`src/lpg_pkg.sv`:
```
// shared types and defaults for the line pixel generator
// no dependencies; imported by every other file of the block but lpg_queue
package lpg_pkg;

  // default coordinate and color widths
  localparam int COORD_BITS_DEF = 16;
  localparam int COLOR_BITS_DEF = 8;

  // request type codes
  localparam logic REQ_LOAD    = 1'b0;
  localparam logic REQ_ADVANCE = 1'b1;

  // how a line is walked
  typedef enum logic [1:0] {
    MODE_HORIZ   = 2'd0,
    MODE_VERT    = 2'd1,
    MODE_COL_MAJ = 2'd2,
    MODE_ROW_MAJ = 2'd3
  } line_mode_t;

endpackage

```
`src/lpg_if.sv`:
```
// valid/ready channel interfaces for requests and pixels
// depends on lpg_pkg for default widths
interface lpg_req_if
  import lpg_pkg::*;
#(
  parameter int COORD_BITS = COORD_BITS_DEF,
  parameter int COLOR_BITS = COLOR_BITS_DEF
);
  logic                  valid;
  logic                  ready;
  logic                  req_type;
  logic [COORD_BITS-1:0] start_col;
  logic [COORD_BITS-1:0] start_row;
  logic [COORD_BITS-1:0] end_col;
  logic [COORD_BITS-1:0] end_row;
  logic [COLOR_BITS-1:0] pen_color;

  modport source (
    output valid, req_type, start_col, start_row, end_col, end_row, pen_color,
    input  ready
  );
  modport sink (
    input  valid, req_type, start_col, start_row, end_col, end_row, pen_color,
    output ready
  );
endinterface

interface lpg_pix_if
  import lpg_pkg::*;
#(
  parameter int COORD_BITS = COORD_BITS_DEF,
  parameter int COLOR_BITS = COLOR_BITS_DEF
);
  logic                  valid;
  logic                  ready;
  logic [COORD_BITS-1:0] pixel_col;
  logic [COORD_BITS-1:0] pixel_row;
  logic [COLOR_BITS-1:0] pixel_color;
  logic                  last_pixel;

  modport source (
    output valid, pixel_col, pixel_row, pixel_color, last_pixel,
    input  ready
  );
  modport sink (
    input  valid, pixel_col, pixel_row, pixel_color, last_pixel,
    output ready
  );
endinterface

```
`src/lpg_front.sv`:
```
// front end: classifies requests and works out line setup on load
// depends on lpg_pkg; feeds a packed command word into lpg_queue
module lpg_front
  import lpg_pkg::*;
#(
  parameter int COORD_BITS = COORD_BITS_DEF,
  parameter int COLOR_BITS = COLOR_BITS_DEF,
  localparam int CMD_BITS  = 1 + 2 + 1 + 2 * COORD_BITS + (COORD_BITS + 1)
                             + COORD_BITS + COLOR_BITS
) (
  input  logic                  req_type,
  input  logic [COORD_BITS-1:0] start_col,
  input  logic [COORD_BITS-1:0] start_row,
  input  logic [COORD_BITS-1:0] end_col,
  input  logic [COORD_BITS-1:0] end_row,
  input  logic [COLOR_BITS-1:0] pen_color,
  output logic [CMD_BITS-1:0]   cmd
);

  logic                  swap;
  logic [COORD_BITS-1:0] c1, r1, c2, r2;
  logic [COORD_BITS-1:0] drow, dcol;
  logic                  neg;
  line_mode_t            mode;
  logic                  col_neg;
  logic [COORD_BITS-1:0] base_col;
  logic [COORD_BITS:0]   major_len;
  logic [COORD_BITS-1:0] minor_delta;

  // order endpoints so the start row is the smaller
  always_comb begin
    swap = end_row < start_row;
    c1   = swap ? end_col   : start_col;
    r1   = swap ? end_row   : start_row;
    c2   = swap ? start_col : end_col;
    r2   = swap ? start_row : end_row;
    drow = r2 - r1;
    neg  = c2 < c1;
    dcol = neg ? (c1 - c2) : (c2 - c1);
  end

  // pick walk mode and lengths
  always_comb begin
    base_col    = c1;
    col_neg     = neg;
    minor_delta = '0;
    if (drow == '0) begin
      mode      = MODE_HORIZ;
      base_col  = neg ? c2 : c1;
      major_len = {1'b0, dcol} + 1'b1;
      col_neg   = 1'b0;
    end else if (dcol == '0) begin
      mode      = MODE_VERT;
      major_len = {1'b0, drow} + 1'b1;
      col_neg   = 1'b0;
    end else if (dcol > drow) begin
      mode        = MODE_COL_MAJ;
      major_len   = {1'b0, dcol};
      minor_delta = drow;
    end else begin
      mode        = MODE_ROW_MAJ;
      major_len   = {1'b0, drow};
      minor_delta = dcol;
    end
  end

  // command word layout, mirrored in lpg_back
  assign cmd = {req_type, mode, col_neg, base_col, r1, major_len, minor_delta, pen_color};

endmodule

```
`src/lpg_queue.sv`:
```
// two-entry queue between front and back, one push and one pop per cycle
// no package dependency
module lpg_queue #(
  parameter int WIDTH = 8
) (
  input  logic             clk,
  input  logic             rst,
  input  logic             push,
  input  logic [WIDTH-1:0] push_data,
  output logic             full,
  input  logic             pop,
  output logic             head_valid,
  output logic [WIDTH-1:0] head_data
);

  logic [1:0]       count;
  logic [WIDTH-1:0] head;
  logic [WIDTH-1:0] tail;

  assign full       = count == 2'd2;
  assign head_valid = count != 2'd0;
  assign head_data  = head;

  // occupancy
  always_ff @(posedge clk) begin
    if (rst) begin
      count <= 2'd0;
    end else if (push && !pop) begin
      count <= count + 2'd1;
    end else if (pop && !push) begin
      count <= count - 2'd1;
    end
  end

  // entry shifting
  always_ff @(posedge clk) begin
    if (push && pop) begin
      if (count == 2'd1) begin
        head <= push_data;
      end else begin
        head <= tail;
        tail <= push_data;
      end
    end else if (push) begin
      if (count == 2'd0) begin
        head <= push_data;
      end else begin
        tail <= push_data;
      end
    end else if (pop) begin
      head <= tail;
    end
  end

endmodule

```
`src/lpg_back.sv`:
```
// back end: holds the active line and steps it one pixel per advance word
// depends on lpg_pkg; takes command words from lpg_queue
module lpg_back
  import lpg_pkg::*;
#(
  parameter int COORD_BITS = COORD_BITS_DEF,
  parameter int COLOR_BITS = COLOR_BITS_DEF,
  localparam int CMD_BITS  = 1 + 2 + 1 + 2 * COORD_BITS + (COORD_BITS + 1)
                             + COORD_BITS + COLOR_BITS
) (
  input  logic                clk,
  input  logic                rst,
  input  logic                cmd_valid,
  input  logic [CMD_BITS-1:0] cmd,
  output logic                cmd_pop,
  lpg_pix_if.source           pix
);

  // unpacked command
  logic                  c_type;
  line_mode_t            c_mode;
  logic                  c_neg;
  logic [COORD_BITS-1:0] c_col, c_row;
  logic [COORD_BITS:0]   c_major;
  logic [COORD_BITS-1:0] c_minor;
  logic [COLOR_BITS-1:0] c_color;

  assign {c_type, c_mode, c_neg, c_col, c_row, c_major, c_minor, c_color} = cmd;

  // line state
  logic                  drawing;
  line_mode_t            line_mode;
  logic                  col_neg;
  logic [COORD_BITS-1:0] base_col, base_row;
  logic [COORD_BITS:0]   major_len;
  logic [COORD_BITS-1:0] minor_delta;
  logic [COORD_BITS:0]   step_index;
  logic [COORD_BITS-1:0] minor_offset;
  logic [COORD_BITS:0]   remainder_acc;
  logic [COLOR_BITS-1:0] line_color;

  logic                  out_valid;
  logic                  emit;
  logic [COORD_BITS-1:0] col, row, step_lo, col_major, col_minor;
  logic                  last;
  logic [COORD_BITS:0]   rem_sum;
  logic [COORD_BITS:0]   step_inc;

  // a load word always pops; an advance waits for room in the output register
  assign cmd_pop = cmd_valid && (c_type == REQ_LOAD || !out_valid || pix.ready);
  assign emit    = cmd_pop && c_type == REQ_ADVANCE && drawing;

  // pixel position for the current step
  always_comb begin
    step_lo   = step_index[COORD_BITS-1:0];
    col_major = col_neg ? base_col - step_lo : base_col + step_lo;
    col_minor = col_neg ? base_col - minor_offset : base_col + minor_offset;
    unique case (line_mode)
      MODE_HORIZ: begin
        col = base_col + step_lo;
        row = base_row;
      end
      MODE_VERT: begin
        col = base_col;
        row = base_row + step_lo;
      end
      MODE_COL_MAJ: begin
        col = col_major;
        row = base_row + minor_offset;
      end
      MODE_ROW_MAJ: begin
        col = col_minor;
        row = base_row + step_lo;
      end
      default: begin
        col = base_col;
        row = base_row;
      end
    endcase
    step_inc = step_index + 1'b1;
    last     = step_inc >= major_len;
    rem_sum  = remainder_acc + {1'b0, minor_delta};
  end

  // control state
  always_ff @(posedge clk) begin
    if (rst) begin
      drawing   <= 1'b0;
      out_valid <= 1'b0;
    end else begin
      if (cmd_pop && c_type == REQ_LOAD) begin
        drawing <= 1'b1;
      end else if (emit && last) begin
        drawing <= 1'b0;
      end
      if (emit) begin
        out_valid <= 1'b1;
      end else if (pix.ready) begin
        out_valid <= 1'b0;
      end
    end
  end

  // line registers
  always_ff @(posedge clk) begin
    if (rst) begin
      line_mode     <= MODE_HORIZ;
      col_neg       <= 1'b0;
      base_col      <= '0;
      base_row      <= '0;
      major_len     <= '0;
      minor_delta   <= '0;
      step_index    <= '0;
      minor_offset  <= '0;
      remainder_acc <= '0;
      line_color    <= '0;
    end else if (cmd_pop && c_type == REQ_LOAD) begin
      line_mode     <= c_mode;
      col_neg       <= c_neg;
      base_col      <= c_col;
      base_row      <= c_row;
      major_len     <= c_major;
      minor_delta   <= c_minor;
      step_index    <= '0;
      minor_offset  <= '0;
      remainder_acc <= '0;
      line_color    <= c_color;
    end else if (emit && !last) begin
      step_index <= step_inc;
      if (rem_sum >= major_len) begin
        remainder_acc <= rem_sum - major_len;
        minor_offset  <= minor_offset + 1'b1;
      end else begin
        remainder_acc <= rem_sum;
      end
    end
  end

  // output word register
  always_ff @(posedge clk) begin
    if (emit) begin
      pix.pixel_col   <= col;
      pix.pixel_row   <= row;
      pix.pixel_color <= line_color;
      pix.last_pixel  <= last;
    end
  end

  assign pix.valid = out_valid;

endmodule

```
`src/line_pixel_generator.sv`:
```
// top level of the line pixel generator
// depends on lpg_pkg, lpg_if, lpg_front, lpg_queue and lpg_back
//
// Line rasterizer. A load word (req_type 0) gives two endpoints and a color;
// each advance word (req_type 1) then yields one pixel, last_pixel marking the
// final one. Horizontal and vertical lines cover both endpoints; other lines
// step |major delta| pixels along the major axis, far end left out, with an
// exact truncated minor offset kept by a running remainder. An advance with
// no active line yields nothing. The block takes one request word per cycle
// while the queue is not full: the front computes load setup combinationally,
// a two-entry queue decouples it from the back, and the back steps the line
// with one add and compare on the remainder per cycle, so pixels leave at one
// per cycle while the sink keeps ready high. An accepted advance word passes
// through the queue and then the output word register before its pixel shows.
module line_pixel_generator
  import lpg_pkg::*;
#(
  parameter int COORD_BITS = COORD_BITS_DEF,
  parameter int COLOR_BITS = COLOR_BITS_DEF
) (
  input  logic    clk,
  input  logic    rst,
  lpg_req_if.sink req,
  lpg_pix_if.source pix
);

  localparam int CMD_BITS = 1 + 2 + 1 + 2 * COORD_BITS + (COORD_BITS + 1)
                            + COORD_BITS + COLOR_BITS;

  logic [CMD_BITS-1:0] front_cmd;
  logic [CMD_BITS-1:0] head_cmd;
  logic                q_full;
  logic                q_valid;
  logic                q_pop;

  // request classification and load setup
  lpg_front #(
    .COORD_BITS (COORD_BITS),
    .COLOR_BITS (COLOR_BITS)
  ) u_front (
    .req_type  (req.req_type),
    .start_col (req.start_col),
    .start_row (req.start_row),
    .end_col   (req.end_col),
    .end_row   (req.end_row),
    .pen_color (req.pen_color),
    .cmd       (front_cmd)
  );

  assign req.ready = !q_full;

  // command queue
  lpg_queue #(
    .WIDTH (CMD_BITS)
  ) u_queue (
    .clk        (clk),
    .rst        (rst),
    .push       (req.valid && !q_full),
    .push_data  (front_cmd),
    .full       (q_full),
    .pop        (q_pop),
    .head_valid (q_valid),
    .head_data  (head_cmd)
  );

  // line stepping and pixel output
  lpg_back #(
    .COORD_BITS (COORD_BITS),
    .COLOR_BITS (COLOR_BITS)
  ) u_back (
    .clk       (clk),
    .rst       (rst),
    .cmd_valid (q_valid),
    .cmd       (head_cmd),
    .cmd_pop   (q_pop),
    .pix       (pix)
  );

endmodule

```
`src/flat_wrapper.sv`:
```
// flat-port wrapper written by rule: the top's interface ports become plain ports
module line_pixel_generator_flat import lpg_pkg::*;
#(
  parameter int COORD_BITS = COORD_BITS_DEF,
  parameter int COLOR_BITS = COLOR_BITS_DEF
)
  (clk, rst, req_valid, req_req_type, req_start_col, req_start_row, req_end_col, req_end_row, req_pen_color, req_ready, pix_valid, pix_pixel_col, pix_pixel_row, pix_pixel_color, pix_last_pixel, pix_ready);
  lpg_req_if #(.COORD_BITS(COORD_BITS), .COLOR_BITS(COLOR_BITS)) req_i ();
  lpg_pix_if #(.COORD_BITS(COORD_BITS), .COLOR_BITS(COLOR_BITS)) pix_i ();
  input  logic clk;
  input  logic rst;
  input wire logic [$bits(req_i.valid)-1:0] req_valid;
  input wire logic [$bits(req_i.req_type)-1:0] req_req_type;
  input wire logic [$bits(req_i.start_col)-1:0] req_start_col;
  input wire logic [$bits(req_i.start_row)-1:0] req_start_row;
  input wire logic [$bits(req_i.end_col)-1:0] req_end_col;
  input wire logic [$bits(req_i.end_row)-1:0] req_end_row;
  input wire logic [$bits(req_i.pen_color)-1:0] req_pen_color;
  output wire logic [$bits(req_i.ready)-1:0] req_ready;
  output wire logic [$bits(pix_i.valid)-1:0] pix_valid;
  output wire logic [$bits(pix_i.pixel_col)-1:0] pix_pixel_col;
  output wire logic [$bits(pix_i.pixel_row)-1:0] pix_pixel_row;
  output wire logic [$bits(pix_i.pixel_color)-1:0] pix_pixel_color;
  output wire logic [$bits(pix_i.last_pixel)-1:0] pix_last_pixel;
  input wire logic [$bits(pix_i.ready)-1:0] pix_ready;
  assign req_i.valid = req_valid;
  assign req_i.req_type = req_req_type;
  assign req_i.start_col = req_start_col;
  assign req_i.start_row = req_start_row;
  assign req_i.end_col = req_end_col;
  assign req_i.end_row = req_end_row;
  assign req_i.pen_color = req_pen_color;
  assign req_ready = req_i.ready;
  assign pix_valid = pix_i.valid;
  assign pix_pixel_col = pix_i.pixel_col;
  assign pix_pixel_row = pix_i.pixel_row;
  assign pix_pixel_color = pix_i.pixel_color;
  assign pix_last_pixel = pix_i.last_pixel;
  assign pix_i.ready = pix_ready;
  line_pixel_generator #(.COORD_BITS(COORD_BITS), .COLOR_BITS(COLOR_BITS)) u_core (.clk(clk), .rst(rst), .req(req_i), .pix(pix_i));
endmodule
```
`config.mk`:
```
export PLATFORM = sky130hd
export DESIGN_NAME = line_pixel_generator_flat
export DESIGN_NICKNAME = d
export VERILOG_FILES = /design/src/lpg_pkg.sv /design/src/lpg_if.sv /design/src/lpg_front.sv /design/src/lpg_queue.sv /design/src/lpg_back.sv /design/src/line_pixel_generator.sv /design/src/flat_wrapper.sv
export SDC_FILE = /design/constraint.sdc
export NUM_CORES = 1
export LEC_CHECK = 0
export BUFFER_PORTS_ARGS = -buffer_cell sky130_fd_sc_hd__clkbuf_2
export CAP_MARGIN = 20
export CORE_MARGIN = 10
export CORE_UTILIZATION = 40
export CTS_BUF_LIST = sky130_fd_sc_hd__clkbuf_8
export CTS_CLUSTER_SIZE = 12
export DETAILED_ROUTE_END_ITERATION = 12
export GPL_TIMING_DRIVEN = 0
export PLACE_DENSITY = 0.56
export SLEW_MARGIN = 40
export SYNTH_ARGS = -nofsm -noshare
export SYNTH_HDL_FRONTEND = slang
export SYNTH_SLANG_ARGS = --single-unit
```
`constraint.sdc`:
```
create_clock -name clk -period 23 [get_ports clk]
set_input_delay 4.6 -clock clk [delete_from_list [all_inputs] [get_ports clk]]
set_output_delay 4.6 -clock clk [all_outputs]
set_load 0.1 [all_outputs]
```
Word-level counts from Yosys, hierarchy flattened
Cells that the tools add are included.
{"block": "classes", "n_eq_ne": 8, "magnitude_cmp": 5, "n_bitwise": 1, "muxes": 38, "n_reduce_logical": 32, "n_addsub": 17}
{"op": "77-bit 2-to-1 mux", "count": 9}
{"op": "16-bit 2-to-1 mux", "count": 13}
{"op": "16-bit subtractor", "count": 5}
{"op": "16-bit adder", "count": 4}
{"op": "16-bit one-hot mux with 4 select lines", "count": 1}
{"op": "17-bit 2-to-1 mux", "count": 3}
{"op": "16-bit one-hot mux with 3 select lines", "count": 1}
{"op": "16-bit by 1-bit adder with 17-bit output (second input constant)", "count": 2}
{"op": "17-bit >= comparator", "count": 2}
{"op": "16-bit logical NOT", "count": 2}
{"op": "16-bit < comparator", "count": 2}
{"op": "17-bit by 1-bit adder with 17-bit output (second input constant)", "count": 1}
{"op": "17-bit by 16-bit adder with 17-bit output", "count": 1}
{"op": "17-bit subtractor", "count": 1}
{"op": "16-bit by 1-bit adder with 16-bit output (second input constant)", "count": 1}
{"op": "16-bit greater-than comparator", "count": 1}
{"op": "1-bit logical AND", "count": 10}
{"op": "2-bit nonzero test", "count": 5}
{"op": "2-bit 2-to-1 mux", "count": 4}
{"op": "1-bit 2-to-1 mux", "count": 7}
{"op": "2-bit == test (second input constant)", "count": 3}
{"op": "1-bit logical NOT", "count": 5}
{"op": "2-bit by 1-bit == test with 1-bit output (second input constant)", "count": 2}
{"op": "2-bit logical NOT", "count": 2}
{"op": "other kinds (10)", "count": 14}
{"block": "totals", "input_bits": 77, "reg_bits": 325, "out_inout_bits": 43}

Longest topological paths before layout
Gate-level depths: netlist of run 1.
{"block": "logic_depth", "depth_word": 11, "ltp_mapped": 39, "depth_no_buf": 31}

Modules after synthesis
From an unflattened synthesis of run 1, not the netlist that was laid out.
{"block": "hier_totals", "hier_cells": 2710, "area_unflattened_um2": 23941.7}
{"mod": "lpg_back", "area_per_inst_um2": 11922.7, "cells_per_inst": 1467, "n_inst": 1}
{"mod": "lpg_front", "area_per_inst_um2": 6241.0, "cells_per_inst": 978, "n_inst": 1}
{"mod": "lpg_queue", "area_per_inst_um2": 5768.0, "cells_per_inst": 263, "n_inst": 1}
{"mod": "line_pixel_generator", "area_per_inst_um2": 10.0, "cells_per_inst": 2, "n_inst": 1}

Worst setup path after synthesis of run 1
No wires, ideal clock.
{"block": "synth_timing", "path_kind": "input to register", "from": "input port req_start_row[13]", "to": "register u_core.u_queue.head[30], in the netlist u_core.u_queue.head_data[30] (data pin)", "t_required_ns": 22.848, "arrival_time_ns": 11.528, "path_stages": 39, "path_slack_ns": 11.320, "setup_time_ns": 0.152, "path_cell_list": "inv_1 ha_1 buf_6 a211oi_2 nor2_1 or3_1 buf_2 nor3_4 buf_4 buf_2 clkbuf_1 clkbuf_1 a21oi_1 ha_1 a41oi_1 a21o_1 a31oi_4 o21ai_2 [... 3 more ...] inv_1 ha_1 nor2b_1 o21a_1 o21a_1 o21a_1 o21a_1 o21a_1 o21a_1 o21ai_0 a21boi_0 o31ai_1 clkbuf_1 clkbuf_1 nor3_1 a211oi_1 o21ai_0 a31oi_1"}
{"block": "synth_between", "elab_chain_len": 11, "elab_cells_between_ends": 22, "classes_between": "5 x add/sub; 3 x order compare; 12 x mux; 2 x reduce/logical"}
{"item": "start: declaration", "line_no": "flat_wrapper.sv:15", "source": "input wire logic [$bits(req_i.start_row)-1:0] req_start_row;"}
{"item": "16-bit < comparator", "line_no": "lpg_front.sv:32", "source": "swap = end_row < start_row;"}
{"item": "16-bit 2-to-1 mux, on equally long branches", "line_no": "lpg_front.sv:35, lpg_front.sv:33"}
{"item": "16-bit subtractor / 16-bit < comparator (equally long branches)", "line_no": "lpg_front.sv:39, lpg_front.sv:38"}
{"item": "16-bit 2-to-1 mux", "line_no": "lpg_front.sv:39", "source": "dcol = neg ? (c1 - c2) : (c2 - c1);"}
{"item": "16-bit greater-than comparator", "line_no": "lpg_front.sv:56", "source": "end else if (dcol > drow) begin"}
{"item": "16-bit 2-to-1 mux", "line_no": "lpg_front.sv:56"}
{"item": "17-bit 2-to-1 mux", "line_no": "lpg_front.sv:52", "source": "end else if (dcol == '0) begin"}
{"item": "17-bit 2-to-1 mux *", "line_no": "lpg_front.sv:47", "source": "if (drow == '0) begin"}
{"item": "77-bit 2-to-1 mux", "line_no": "lpg_queue.sv:45", "source": "if (count == 2'd0) begin"}
{"item": "77-bit 2-to-1 mux", "line_no": "lpg_queue.sv:44", "source": "end else if (push) begin"}
{"item": "77-bit 2-to-1 mux *", "line_no": "lpg_queue.sv:37", "source": "if (push && pop) begin"}
{"item": "end signal: assignment", "line_no": "lpg_queue.sv:39", "source": "head <= push_data;"}
{"item": "end signal: assignment", "line_no": "lpg_queue.sv:41", "source": "head <= tail;"}
{"item": "end signal: assignment", "line_no": "lpg_queue.sv:46", "source": "head <= push_data;"}
{"item": "end: declaration", "line_no": "lpg_queue.sv:17", "source": "logic [WIDTH-1:0] head;"}
Every way passes the cells marked *; elsewhere a longest branch is shown, timed or not. The select of a mux whose other input is x is not followed.
A chain may end at the register's enable or synchronous reset.

Worst setup path after layout of run 1
Same ends and word-level chain as after synthesis.

==> metrics.txt, run 1 <==
fin crit period 14.22 ns; Tcrit/Tclk final 61.8%; Synth top area share 24.8%; PD cells 116 mW/mm^2; Post-synth EDFFs 195; mapped cell area 0.0236 mm^2; post-synthesis area per instance 8.46 um^2; total clock sinks 325; type of the most critical hold path register to register; placed standard-cell area 0.0254 mm^2; post-CTS sizing 0; GRT Overall Usage 22.1%; post-synthesis sequential area ratio 35.8%; TNS Setup 0 ns; Finished Layout Cells roughly 3.8k; slowest CP cell xor2_2; Slew Limit Fails 0; peak supply drop roughly 53 uV; root buf cell clkbuf_8; hold buffers post-CTS 0; core region area between 0.05 and 0.06 mm^2; endpoint class of the critical path register; # nets final about 3.2k; startpoint class of the critical path input pin; Final ANT Viol Nets 1; CP arrival 14.65 ns; R2R setup slack 16.83 ns; cell repeated most along the worst path clkbuf_1; clk_lat worst skew 0.62 ns; initial antenna violation count 1; num rows about 90; Reg-to-Reg Start u_core.u_back.minor_delta[0]; die width 263 um; most frequent cells in the layout nand2_1, nor2_1, a21oi_1; total of max-cap violations 0; Setup Viol. Count Final 0; Design Area, Final 0.0265 mm^2; largest area contributor in the netlist edfxtp_1; required time worst endpoint 23.43 ns; HPWL after detailed placement 64200 um; Post-synth ARST share 0%; WL final 80300 um; DR iter-0 viols 1511; Slew @ Worst Pin roughly 0.88 ns; # DRC 0; Largest delay share family, worst path buffers and inverters; WL/cell ~21 um; TritonCTS clock tree done; most common cell after layout, fill and taps aside nand2_1; final hold violation count 0; Netlist cell types 99; CP Max Fanout 10; # IOs 120; vias in the first global route 20.5k; WP buf/inv 13; Setup Skew ~0.026 ns; P_leak between 10 and 15 nW; Cells after Synth 2793; Worst Reg-to-Reg Cells 25; run status finished with violations; worst setup path category input pin to register; post-CTS setup repair buffer count 0; H-tree depth 2; port bufs 111; placer congestion estimate around 0.97; synth top area cells edfxtp_1, dfxtp_1, ha_1, nand2_1, a21oi_1; failing checks antenna violations; syn_nets 3033; Hold Path Origin u_core.u_back.line_color[4]; Initial Utilization 40.2%; clock slew at reported path FFs roughly 0.07 ns; DRT Pass-1 Iters 5; Area Overhead vs Synth 12.0%; RR Endpoint u_core.u_back.remainder_acc[4]; total number of vias approximately 21k; prevailing post-synth register cell edfxtp_1; fin util 45.1%; RSZ-0062 raised after global routing no; share of layout cells above drive strength 1 11.1%; Via density 5.56; Num CTS Buffers 50; global route overflow 0; Yosys warnings 0; Max Freq around 70 MHz; largest net degree at the start of global routing 40; chip height 263 um; hold depth 0; Clock Path Buffers 3; Crit path largest cell delay 0.71 ns; slew margin rel. 40.9%; FF+latch count, synth 325; first-pass GRT wire length 121000 um; DIE AREA approximately 0.069 mm^2; placed cell count 3686; WHS Endpoint u_core.u_back.pix.pixel_color[4]
sequential cells by signal, indices dropped and copies added (netlist names), 2 cells and up:
signal and cells:
u_core.u_queue.head_data 77, u_core.u_back.pix.pixel_color 8, u_core.u_back.minor_offset 16, u_core.u_back.line_color 8, u_core.u_back.pix.pixel_row 16, u_core.u_back.line_mode 2, u_core.u_queue.count 2, u_core.u_back.base_col 16
u_core.u_back.minor_delta 16, u_core.u_back.major_len 17, u_core.u_queue.tail 77, u_core.u_back.base_row 16, u_core.u_back.step_index 17, u_core.u_back.remainder_acc 17, u_core.u_back.pix.pixel_col 16
synth_stat cells (all sizes together), types with 22 or more instances:
library cell / number
nand2: 408
nor2: 276
a21oi: 219
edfxtp: 195
inv: 162
ha: 157
o21ai: 131
dfxtp: 130
xnor2: 123
clkbuf: 101
nand3: 62
nor3: 60
mux2: 58
xor2: 44
nor2b: 41
buf: 40
mux2i: 37
nand2b: 36
o31ai: 36
nor4: 33
o21bai: 33
a31oi: 31
o21a: 30
nand4: 27
and3: 25
o211ai: 23
a211oi: 22
or3: 22
report_power, final:
part           switching [W]  leakage, nW  internal (W)  total [W]
clock               0.000238        0.578      0.000263   0.000501
sequential         0.0000848         2.91      0.000862   0.000947
combinational        0.00107         6.77      0.000559    0.00163
total                0.00140         10.3       0.00168    0.00308
worst max-delay path by stage:
stage	from	end	cells past startpoint
6_report	req_start_row[13]	u_core.u_queue.head_data[30]	37
5_1_grt	req_start_row[13]	u_core.u_queue.head_data[30]	37
4_1_cts	req_start_row[11]	u_core.u_queue.head_data[30]	36
3_5_place_dp	req_start_row[11]	u_core.u_queue.head_data[30]	36
3_3_place_gp	req_start_row[11]	u_core.u_queue.head_data[30]	35
2_1_floorplan	req_start_row[13]	u_core.u_queue.head_data[30]	39
logic make-up (layout without fill, tap and decap cells):
group,count (synthesis),count (layout),synth area share (%)
compound gates,670,670,18.2
xor+xnor,167,167,6.27
fa+ha+maj,184,184,9.72
buf+inv,303,517,5.10
flops,325,325,35.8
mux,96,96,4.45
other cells,0,6,0
simple gates,1048,1048,20.4
final cells by class:
| cell class | count | area (um^2) |
|---|---|---|
| Sequential cell | 325 | 8460 |
| Clock inverter | 41 | 309 |
| Clock buffer | 53 | 729 |
| Timing Repair Buffer | 120 | 677 |
| Inverter | 162 | 611 |
| Multi-Input combinational cell | 2165 | 14100 |
| Fill cell | 5810 | 32200 |
| Tap cell | 773 | 967 |
| Antenna cell | 6 | 15.0 |
| Buffer | 141 | 596 |
layer usage:
layer | global-route usage (%) | up-vias | share of wire (%) | wire (um)
met3 | 2.71 | 159 | 5.1 | 4080
met4 | 8.92 | 0 | 4.0 | 3170
li1 | - | 10300 | - | -
met1 | 27.9 | 9901 | 44 | 35200
met2 | 37.6 | 674 | 47 | 37800
met5 | 0 | - | 0 | 0
metrics by stage:
| step | hold slack [ns] | worst slack, ns | total power (W) |
|---|---|---|---|
| floorplan | 0.408 | 11.32 | 0.00208 |
| global placement | 0.418 | 7.77 | 0.00253 |
| detailed placement | 0.415 | 8.37 | 0.00257 |
| CTS | 0.435 | 9.01 | 0.00308 |
| global route | 0.438 | 8.33 | 0.00330 |
| finish | 0.433 | 8.78 | 0.00308 |
(Power assumes the default switching activity.)
==> run 2, diff against run 1 <==
ABC_AREA = 1   (was unset)
clock period = 14.7 ns   (was 23 ns; I/O delays follow)
==> run 2 against run 1 <==
Net effect: the run now ends clean; clock skew shrank 0.0046 ns; synthesized cell count grew 24%; sequential power up 71%; critical path depth rose by 3; non-clock buffer count decreased by 34; critical path type unchanged.
==> metrics.txt, run 2 <==
run status completed; H-tree depth 2; fin crit period approximately 8.9 ns; Largest delay share family, worst path simple AND/OR/NAND/NOR gates; FF+latch count, synth 325; R2R setup slack 8.01 ns; post-synthesis area per instance ~7 um^2; slowest CP cell nor4b_1; # IOs between 100 and 150; Post-synth ARST share 0%; TNS Setup 0 ns; RSZ-0062 raised after global routing no; post-CTS setup repair buffer count 0; Tcrit/Tclk final 60.3%; Setup Viol. Count Final 0; GRT Overall Usage approximately 22%; Cells after Synth 3475; startpoint class of the critical path input pin; Synth top area share 24.1%; initial antenna violation count 1; most common cell after layout, fill and taps aside nand2_1; final hold violation count 0; # DRC 0; Yosys warnings 0; post-synthesis sequential area ratio between 30% and 40%; Via density 5.15; peak supply drop 98.3 uV; Netlist cell types 60; Area Overhead vs Synth 12.0%; WL final 80800 um; DR iter-0 viols 1648; Slew Limit Fails 0; largest net degree at the start of global routing 41; leading cell type by number of instances after synthesis nand2_1; prevailing post-synth register cell edfxtp_1; placed standard-cell area between 0.02 and 0.03 mm^2; largest area contributor in the netlist edfxtp_1; port bufs 119; post-CTS sizing 0; WL/cell roughly 18 um; DRT Pass-1 Iters 6; chip height 267 um; final hold slack 0.435 ns; DIE AREA 0.0711 mm^2; CP arrival 9.24 ns; Slew @ Worst Pin approximately 0.80 ns; type of the most critical hold path register to register; CP Max Fanout 10; total number of vias 23.1k; Design Area, Final 0.0273 mm^2; global route overflow 0; vias in the first global route ~22k; total of max-cap violations 0; most frequent cells in the layout nand2_1, inv_1, nor2_1; Post-synth EDFFs 195; Max Freq 113 MHz; HPWL after detailed placement 66100 um; synth top area cells edfxtp_1, nand2_1, dfxtp_1, ha_1, inv_1; Clock Path Buffers 3; core region area approximately 0.060 mm^2; TritonCTS clock tree done; Initial Utilization 40.4%; PD cells 208 mW/mm^2; die width 267 um; hold depth 0; syn_nets 3715; Design Power 0.00567 W; endpoint class of the critical path register; required time worst endpoint 15.07 ns; Worst Reg-to-Reg Cells 31; WP buf/inv 9; clock slew at reported path FFs 0.06 ns; fin util 45.2%; share of layout cells above drive strength 1 9.89%; # nets final ~3.9k; hold buffers post-CTS 0; root buf cell clkbuf_8; mapped cell area around 0.024 mm^2; first-pass GRT wire length 125000 um; total clock sinks around 330; Crit path depth 40; P_leak 13.1 nW; num rows 90; cell repeated most along the worst path nand2_1; Crit path largest cell delay 0.61 ns; placer congestion estimate 0.982; slew margin rel. 46.0%; Final ANT Viol Nets 0; layout filler cell count 6295; most common library cells after synthesis nand2_1, inv_1, nor2_1; Setup Skew 0.0215 ns; clk_lat worst skew 0.61 ns; worst setup path category input pin to register; Num CTS Buffers 53
run 2: cell types whose count changed after synthesis, moves of 31 or more:
cell | before | now
or2_2 | 11 | 45
inv_1 | 161 | 421
xnor2_1 | 122 | 21
o21ai_0 | 127 | 276
nor2_1 | 276 | 334
nand4_1 | 27 | 82
mux2_2 | 56 | 0
mux2i_1 | 37 | 5
nor2b_1 | 41 | 0
nand2b_1 | 36 | 0
nand2_1 | 407 | 918
o31ai_1 | 36 | 5
xor2_1 | 44 | 75
nand3_1 | 61 | 240
run 2: final timing paths:
path	end	startpoint
hold / removal	u_core.u_back.pix.pixel_color[1]	u_core.u_back.line_color[1]
setup / recovery	u_core.u_queue.head_data[39]	req_start_row[5]
hold reg to reg	u_core.u_back.pix.pixel_color[1]	u_core.u_back.line_color[1]
setup reg to reg	u_core.u_back.minor_offset[12]	u_core.u_back.minor_delta[2]
run 2: kinds of logic (layout without fill, tap and decap cells):
family | count (synthesis) | in the layout | synth area share (%)
xor gates and xnor gates | 97 | 97 | 3.52
buffers and inverters | 551 | 778 | 8.97
muxes | 5 | 5 | 0.206
other | 0 | 1 | 0
and+or+nand+nor | 1724 | 1724 | 30.3
AOI/OAI and AO/OA | 610 | 610 | 13.6
DFF | 325 | 325 | 34.8
adders and majority gates | 163 | 163 | 8.57
run 2: final cells by class:
class                           instances  area, um^2  area share (%)
Multi-Input combinational cell       2599       13700            50.3
Sequential cell                       325        8460            31.0
Inverter                              452        1700            6.24
Tap cell                              782         978            3.59
Clock buffer                           65         895            3.28
Timing Repair Buffer                  128         756            2.77
Buffer                                 99         487            1.79
Clock inverter                         34         267           0.978
Antenna cell                            1        2.50         0.00918
run 2: per-layer routing:
layer	track usage [%]	wire [um]	vias up
met5	0	0	-
met4	10.1	3790	0
met3	2.19	3930	151
met2	35.9	36100	606
met1	29.7	37000	10500
li1	-	-	11900
run 2: report_power, final:
| group | switching [W] | total, W | internal, W | leakage [nW] |
|---|---|---|---|---|
| clock network | 0.000371 | 0.000844 | 0.000473 | 0.645 |
| registers | 0.000197 | 0.00162 | 0.00143 | 2.91 |
| logic | 0.00220 | 0.00320 | 0.00100 | 9.50 |
| total | 0.00277 | 0.00567 | 0.00290 | 13.1 |
run 2: stage by stage:
stage          cells  worst slack (ns)
2_1_floorplan   3475              5.62
3_3_place_gp    4376              3.24
3_5_place_dp    4385              5.39
4_1_cts         4484              6.03
5_1_grt         4485              5.29
6_report        4485              5.83
